--- src/pmsw_pkg.sv ---
// Package for the subset Prim spanning tree unit.
// Holds shared codes, the controller state type and the command/status structs.
`timescale 1ns / 1ps
package pmsw_pkg;

  localparam int unsigned TOTAL_W = 22;
  localparam logic [TOTAL_W-1:0] TOTAL_MAX = '1;

  typedef enum logic [1:0] {
    MODE_WEIGHT = 2'd0,
    MODE_MEMBER = 2'd1,
    MODE_START  = 2'd2,
    MODE_NONE   = 2'd3
  } mode_e;

  typedef enum logic [2:0] {
    ST_IDLE,
    ST_INIT,
    ST_ROOT,
    ST_EMIT,
    ST_RELAX,
    ST_DRAIN,
    ST_DECIDE,
    ST_LAST
  } state_e;

  typedef struct packed {
    logic load_w;
    logic load_m;
    logic init_clr;
    logic init_step;
    logic take_root;
    logic emit_node;
    logic relax_clr;
    logic relax_issue;
    logic take_best;
    logic emit_last;
  } cmd_t;

  typedef struct packed {
    logic n_zero;
    logic cnt_last;
    logic root_found;
    logic best_found;
    logic out_free;
  } status_t;

endpackage

--- src/pmsw_ctrl.sv ---
// Controller state machine of the subset Prim spanning tree unit.
// Depends on pmsw_pkg; drives the datapath through cmd_t, reads status_t.
`timescale 1ns / 1ps
module pmsw_ctrl (
  input  logic              clk_i,
  input  logic              rst_ni,
  input  logic              in_valid_i,
  output logic              in_ready_o,
  input  pmsw_pkg::mode_e   in_mode_i,
  input  pmsw_pkg::status_t status_i,
  output pmsw_pkg::cmd_t    cmd_o
);
  import pmsw_pkg::*;

  state_e state_q, state_d;

  always_ff @(posedge clk_i or negedge rst_ni) begin
    if (!rst_ni) begin
      state_q <= ST_IDLE;
    end else begin
      state_q <= state_d;
    end
  end

  always_comb begin
    state_d    = state_q;
    cmd_o      = '0;
    in_ready_o = 1'b0;
    unique case (state_q)
      ST_IDLE: begin
        in_ready_o = 1'b1;
        if (in_valid_i) begin
          unique case (in_mode_i)
            MODE_WEIGHT: cmd_o.load_w = 1'b1;
            MODE_MEMBER: cmd_o.load_m = 1'b1;
            MODE_START: begin
              cmd_o.init_clr = 1'b1;
              state_d        = ST_INIT;
            end
            default: ;
          endcase
        end
      end
      ST_INIT: begin
        if (status_i.n_zero) begin
          state_d = ST_LAST;
        end else begin
          cmd_o.init_step = 1'b1;
          if (status_i.cnt_last) state_d = ST_ROOT;
        end
      end
      ST_ROOT: begin
        if (status_i.root_found) begin
          cmd_o.take_root = 1'b1;
          state_d         = ST_EMIT;
        end else begin
          state_d = ST_LAST;
        end
      end
      ST_EMIT: begin
        if (status_i.out_free) begin
          cmd_o.emit_node = 1'b1;
          cmd_o.relax_clr = 1'b1;
          state_d         = ST_RELAX;
        end
      end
      ST_RELAX: begin
        cmd_o.relax_issue = 1'b1;
        if (status_i.cnt_last) state_d = ST_DRAIN;
      end
      ST_DRAIN: state_d = ST_DECIDE;
      ST_DECIDE: begin
        if (status_i.best_found) begin
          cmd_o.take_best = 1'b1;
          state_d         = ST_EMIT;
        end else begin
          state_d = ST_LAST;
        end
      end
      ST_LAST: begin
        if (status_i.out_free) begin
          cmd_o.emit_last = 1'b1;
          state_d         = ST_IDLE;
        end
      end
      default: state_d = ST_IDLE;
    endcase
  end

endmodule

--- config.mk ---
export PLATFORM = sky130hd
export DESIGN_NAME = pmsw_ctrl
export DESIGN_NICKNAME = d
export VERILOG_FILES = /design/src/pmsw_pkg.sv /design/src/pmsw_ctrl.sv
export SDC_FILE = /design/constraint.sdc
export NUM_CORES = 1
export LEC_CHECK = 0
export ABC_AREA = 1
export BUFFER_PORTS_ARGS = -buffer_cell sky130_fd_sc_hd__buf_2
export CORE_MARGIN = 2
export CORE_UTILIZATION = 25
export DETAILED_ROUTE_END_ITERATION = 12
export PLACE_DENSITY = 0.47
export SLEW_MARGIN = 20
export SYNTH_ARGS = -nofsm -noshare
export SYNTH_HDL_FRONTEND = slang
export SYNTH_SLANG_ARGS = --single-unit
--- constraint.sdc ---
create_clock -name clk_i -period 2.5 [get_ports clk_i]
set_clock_uncertainty 0.2 [all_clocks]
set_input_delay 0.375 -clock clk_i [delete_from_list [all_inputs] [get_ports clk_i]]
set_output_delay 0.375 -clock clk_i [all_outputs]
set_load 0.05 [all_outputs]
After elaboration in Yosys (flattened, before gate mapping)
Cells that the tools add are included.
{"block": "totals", "mem_count": 0, "latchBits": 0, "mem_bits_ro": 0, "output_inout_bits": 11, "word_cells": 46, "ramBits": 0, "register_bits": 3, "input_bits": 10}
{"block": "op_classes", "reduce_logical": 3, "shift": 0, "muxes": 27, "mul": 0, "addsub": 0, "eq_ne": 15, "n_lt_le_gt_ge": 0, "bitwise": 0, "div_mod_pow": 0}
{"op": "3-bit two-way mux", "n": 11}
{"op": "3-bit case mux with 8 select lines", "n": 1}
{"op": "1-bit two-way mux", "n": 13}
{"op": "3-bit == test, second input constant", "n": 4}
{"op": "2-bit != test, second input constant", "n": 4}
{"op": "3-bit by 2-bit == test with 1-bit output, second input constant", "n": 2}
{"op": "6-bit AND reduction", "n": 1}
{"op": "2-bit two-way mux", "n": 2}
{"op": "3-bit by 1-bit == test with 1-bit output, second input constant", "n": 1}
{"op": "3-bit logical NOT", "n": 1}
{"op": "3-bit != test, second input constant", "n": 1}
{"op": "2-bit by 1-bit == test with 1-bit output, second input constant", "n": 1}
{"op": "2-bit == test, second input constant", "n": 1}
{"op": "2-bit logical NOT", "n": 1}
{"op": "2-bit by 1-bit != test with 1-bit output, second input constant", "n": 1}

Logic depth before layout (Yosys ltp)
Gate-level depths: netlist of run 1.
{"block": "logic_depth", "word_depth": 4, "mapped_depth": 8, "depth_no_buf": 8}

Worst setup path before layout of run 1
Ideal clock, no wire load.
{"block": "synth_path", "kind": "reg-to-output", "from": "register state_q[0]", "to": "output cmd_o[8] (netlist bit)", "setup_slack_ps": -277, "n_path_buf": 0, "t_arrival_ps": 2202, "path_stages_with_launch": 5, "t_required_ps": 1925, "path_cell_list": "dfrtp_1 > inv_1 > ha_1 > nand2_4 > nor4_1"}
{"item": "start, declared", "line": "pmsw_ctrl.sv:15", "source": "state_e state_q, state_d;"}
{"item": "start signal, assigned", "line": "pmsw_ctrl.sv:21", "source": "state_q <= state_d;"}
{"item": "end, declared", "line": "pmsw_ctrl.sv:11", "source": "output pmsw_pkg::cmd_t cmd_o"}

==> results.toml, run 1 <==
[place]
io_buffers = 20
post_dp_cell_area_sq_um = 489
post-place-ws_ps = 671
routabilityCongestion = 0.735
dp_cells = 96
dp_hpwl_um = 711

[layout]
layout_common_cells = "buf_2 (20), nand2_1 (16), inv_1 (11)"
final_layout_size_suffix_gt1_share_pct = 34.1
nNetsFinal = 100
final_cells = 101
regMostFlops = "state_q"
largest_reg_flops = 3
area_delta_synth_final_pct = 39.5
layout_commonest_cell = "buf_2"
fillerInstances = 169
final_cell_area_sq_um = 526
top_regs = "state_q: 3 flops"
n_antenna_cell = 0

[clock_network]
ctsResizeCount = 0
numCtsBuffers = 3
cts_tree = "done"
htreeDepth = 1
cts.sinks = 3
clk_path_buf_depth = 2
root_buffer = "clkbuf_4"
postCtsSetupRepairBufs = 0
path_clk_slew_ps = 40
clock_latency_ps = 230

[timing]
rsz0062_at_grt = "no"
max_freq_mhz = 481
setup_ws_ps = 422
finalHoldViolCount = 0
worst_slew_pin_slew_ps = 250
fin_tns_setup_ps = 0
slew_viol_final = 0
period_needed_ps = 2080
setup_violations = 0
max_slew_margin_pct = 83.4
fin_crit_sh_pct = 83.1

[detailed_routing]
ant_nets = 0
wire_per_inst_um = 8.13
first_iter_violations = 10
dr_total_vias = 426
drt-vias-per-instance = 4.22
wirelength_um = 821
drc = 0
first_pass_iters = 2

[synth]
synth-seq-cells = 3
ys_seq_area_share_pct = 19.9
syn-instance-count = 61
syn_avg_cell_area_sq_um = 6.17
ys_top_cells_by_area = "dfrtp_1 (20%), nand2_1 (16%), ha_1 (13%)"
netlist_area_sq_um = 377
synth_top_area_share_pct = 19.9
netlist.top_cell.by_area = "dfrtp_1"
yosysWarningCount = 0
synth_fp_nets = 75
ys_types = 16

[floorplanning]
core_sq_um = 1450
fp-row-count = 14
die_x_um = 42.8
die_area_sq_um = 1830
start_util_pct = 25.9
io_pins = 21
die_h_um = 42.8

[worst_setup_path]
crit_fanout = 4
r2r_start = "state_q[0]"
ff2ff_path_depth = 8
critPathCaptureType = "primary output"
critPathRequiredTime_ps = 1920
arrival_ps = 1500
cp-start-kind = "register"
criticalPathCategory = "register to primary output"
timing.rr.end = "state_q[2]"
reg2reg_setup_slack_ps = 960
endpoint = "cmd_o[8]"
worstSetupStartpoint = "state_q[0]"

[global_routing]
grt_pass1_wl_um = 1500
antenna_found_initial = 0
grt_overflow = 0
grt_pass1_vias = 410
grt_max_degree = 7
grt_usage_pct = 11.0

[hold_path]
min_path_type = "input pin to asynchronous set/reset pin"

[power_and_ir_drop]
p_leak_nw = 0.354
combPwrFrac_pct = 72.2
p_sw_share_pct = 57.2
powerDensity_nw_per_um2 = 1310
pwr-share-seq_pct = 15.7
p_int_mw = 0.294
pwr-share-clk_pct = 12.1
peakVddDrop_uv = 439
p_sw_mw = 0.393

[flow_run]
max_cap_viol_count = 0

[run_status]
outcome = "completed"
-- per-layer routing --
metal | global-route usage, % | share of wire, %
met5 | 0 | 0
met4 | 9.38 | 0
met3 | 2.55 | 5.4
met2 | 18.2 | 51
met1 | 11.6 | 44
-- power groups by stage --
stage	Combinational (mW)	Sequential, mW	Clock, mW
after CTS	0.502	0.106	0.0881
after global placement	0.505	0.106	0
after floorplan	0.411	0.101	0
after global routing	0.560	0.111	0.0927
final	0.496	0.108	0.0829
after detailed placement	0.499	0.107	0
-- area by class of cell --
cell class,instances,area [sq um],area share (%)
sequential,3,75.1,14.3
timing repair buffer,21,110,21.0
inverter,13,51.3,9.76
clock buffer,4,26.3,5.00
multi-input combinational,44,243,46.2
tap,16,20.0,3.81
-- worst min-delay path by stage --
stage                       to  cells after the start
floorplan           state_q[0]                      0
global placement    state_q[2]                      1
detailed placement  state_q[2]                      1
CTS                 state_q[2]                      2
global route        state_q[2]                      2
finish              state_q[2]                      2
-- worst max-delay path: stages (launching register included) --
cell and delay (ps):
dfrtp_1 410, inv_1 90, ha_1 210, nand2_4 80, nor4_1 170, buf_2 310
-- timing repair --
action                                  4_1_cts  5_1_grt
endpoints found under the hold margin         3        0
hold buffers                                  1        0
endpoints found under the setup margin        0        0
-- through the flow --
step	util, %	hold slack [ps]	power [mW]
floorplan	-	-121	0.512
global placement	33.6	-27.8	0.611
detailed placement	33.6	-28.0	0.606
CTS	36.1	258	0.696
global route	36.1	259	0.763
finish	36.1	264	0.687
-- cell usage after synthesis --
cell and n:
or2_2 1, dfrtp_1 3, inv_1 11, nor2_1 10, buf_4 1, ha_1 4
nor4_1 2, nand2_4 1, nand3_1 6, a21oi_4 1, nand2_2 1, inv_2 1
nand3b_1 1, inv_4 1, nand2_1 16, nor3_1 1
-- kinds of logic (layout without fill, tap and decap cells) --
family	after synthesis	after routing	synth area share, %
buffers and inverters	14	38	15.6
AND/OR/NAND/NOR	39	39	46.8
adder cells (fa/ha/maj)	4	4	13.3
flip-flops	3	3	19.9
AO/OA/AOI/OAI	1	1	4.32
(Power assumes the default switching activity.)
==> inputs of run 2 (changes only) <==
Settings changed: ABC_AREA 1 to 0.
Clock period 2.5 ns to 2.1 ns, I/O delays scaled along.
==> results.toml, run 2 <==
[clock_network]
cts_tree = "done"
path_clk_slew_ps = 30
clock_latency_ps = 230
clk_path_buf_depth = 2
cts.sinks = 3
root_buffer = "clkbuf_4"
numCtsBuffers = 3
htreeDepth = 1

[synth]
synth_edf_count = 0
yosysWarningCount = 0
ys_top_cells_by_area = "dfrtp_1 (20%), ha_1 (13%), mux2_4 (8.1%)"
synth-seq-cells = 3
yosys_most_used_dff = "dfrtp_1"
syn_avg_cell_area_sq_um = 9.29
ys_seq_area_share_pct = 20.2
synth_fp_nets = 54
netlist_area_sq_um = 372
ys_top_cells_by_count = "inv_1 (5), ha_1 (4), nand2_1 (4), dfrtp_1 (3), nor2_1 (3)"
synth_top_area_share_pct = 20.2
syn-instance-count = 40
async_flop_share_pct = 100
ys_types = 22
netlist.top_cell.by_area = "dfrtp_1"
synth_most_common_cell = "inv_1"

[layout]
multi_input_area_sq_um = 329
seq_area_sq_um = 75.1
layout_commonest_cell = "buf_2"
fillerInstances = 128
final_layout_size_suffix_gt1_share_pct = 64.2
regMostFlops = "state_q"
top_regs = "state_q: 3 flops"
layout_common_cells = "buf_2 (17), clkbuf_4 (4), buf_4 (4)"
nNetsFinal = 82
largest_reg_flops = 3
n_antenna_cell = 0
area_delta_synth_final_pct = 67.7

[timing]
finalHoldViolCount = 0
fin_crit_sh_pct = 96.2
worst_slew_pin_slew_ps = 250
max_freq_mhz = 495
max_slew_margin_pct = 83.4
period_needed_ps = 2020
fin_tns_setup_ps = 0
rsz0062_at_grt = "no"
setup_violations = 0
slew_viol_final = 0

[place]
routabilityCongestion = 0.708
dp_hpwl_um = 724
io_buffers = 20

[global_routing]
grt_pass1_wl_um = 1390
grt_max_degree = 7
grt_pass1_vias = 335
grt_overflow = 0
antenna_found_initial = 0
grt_usage_pct = 10.3

[floorplanning]
die_area_sq_um = 1810
io_pins = 21
core_sq_um = 1350
start_util_pct = 27.5
die_h_um = 42.6
fp-row-count = 13
die_x_um = 42.6

[worst_setup_path]
r2r_start = "state_q[1]"
reg2reg_setup_slack_ps = 200
ff2ff_path_depth = 7
slowest_stage = "dfrtp_1"
worstSetupStartpoint = "state_q[1]"
timing.rr.end = "state_q[1]"
critPathCaptureType = "primary output"
crit_chain = "inv_2 -> ha_4 -> and2b_4 -> nand2_4 -> nor3b_4 -> buf_6"
arrival_ps = 1500
endpoint = "cmd_o[7]"
critPathRequiredTime_ps = 1580
cp-start-kind = "register"
crit_fanout = 4
critPathMaxStageDelay_ps = 410
criticalPathCategory = "register to primary output"

[detailed_routing]
first_pass_iters = 3
first_iter_violations = 11
ant_nets = 0
dr_total_vias = 370
wire_per_inst_um = 10.7
drt-vias-per-instance = 4.51
drc = 0
wirelength_um = 875

[power_and_ir_drop]
p_leak_nw = 0.336
powerDensity_nw_per_um2 = 1510
power_mw = 0.942
peakVddDrop_uv = 866

[hold_path]
min_path_type = "input pin to asynchronous set/reset pin"

[flow_run]
max_cap_viol_count = 0

[run_status]
outcome = "completed"
## run 2: cell count changes after synthesis, sizes merged, moves of 2 or more
| cell | delta |
|---|---|
| mux2 | +2 |
| nand3 | -6 |
| inv | -8 |
| a21oi | +2 |
| mux2i | +2 |
| nor4 | -2 |
| nor3b | +3 |
| nor2 | -7 |
| nand2 | -14 |
| and3 | +2 |
## run 2: kinds of logic (layout without fill, tap and decap cells)
| family | Yosys count | after routing | synth area share, % |
|---|---|---|---|
| simple gates | 15 | 15 | 25.6 |
| compound gates | 7 | 7 | 17.2 |
| buf+inv | 7 | 34 | 10.1 |
| flops | 3 | 3 | 20.2 |
| fa+ha+maj | 4 | 4 | 13.5 |
| mux | 4 | 4 | 13.5 |
## run 2: metal layers
layer	routed length (um)	vias up	share of wire [%]	track usage (%)
met5	0	-	0	0
met4	0	0	0	5.63
met3	46	0	5.3	3.02
met2	450	12	51	16.6
met1	379	166	43	12.1
li1	-	192	-	-
## run 2: critical path: cells and delay by family, from the launching register on
| kind | cells | cell delay [ps] |
|---|---|---|
| buffers and inverters | 2 | 270 |
| and+or+nand+nor | 3 | 450 |
| DFF | 1 | 410 |
| adders and majority gates | 1 | 150 |
## run 2: area by class of cell
class / instances / area share, %
repair buffers: 25 / 24.9
clock buffers: 4 / 4.22
inverters: 5 / 3.01
multi-input cells: 30 / 52.8
flip-flops and latches: 3 / 12.0
well taps: 15 / 3.01
## run 2: metrics by stage
step	util (%)	cells	instance area [sq um]	worst slack (ps)	hold slack, ps
after floorplan	-	40	429	-33.2	-181
after global placement	40.9	76	552	167	-85.5
after detailed placement	40.9	76	552	145	-84.1
after CTS	44.4	81	599	0.948	209
after global routing	46.2	82	623	16.2	227
final	46.2	82	623	80.6	221
## run 2: worst min-delay path by stage
stage	from	to
after global routing	rst_ni	state_q[0]
final	rst_ni	state_q[2]
after global placement	rst_ni	state_q[2]
after floorplan	rst_ni	state_q[0]
after CTS	rst_ni	state_q[0]
after detailed placement	rst_ni	state_q[2]
## run 2: repair_timing
item / CTS / global route
pin swaps: 0 / 0
hold buffers: 1 / 0
setup buffers: 0 / 1
resized for setup: 4 / 4
cloned: 0 / 0
endpoints found under the setup margin: 3 / 3
endpoints found under the hold margin: 3 / 0
## run 2: report_power, final
group,internal (mW),switching (mW)
Clock,0.0709,0.0256
Sequential,0.0915,0.0343
Combinational,0.329,0.390
Total,0.492,0.450
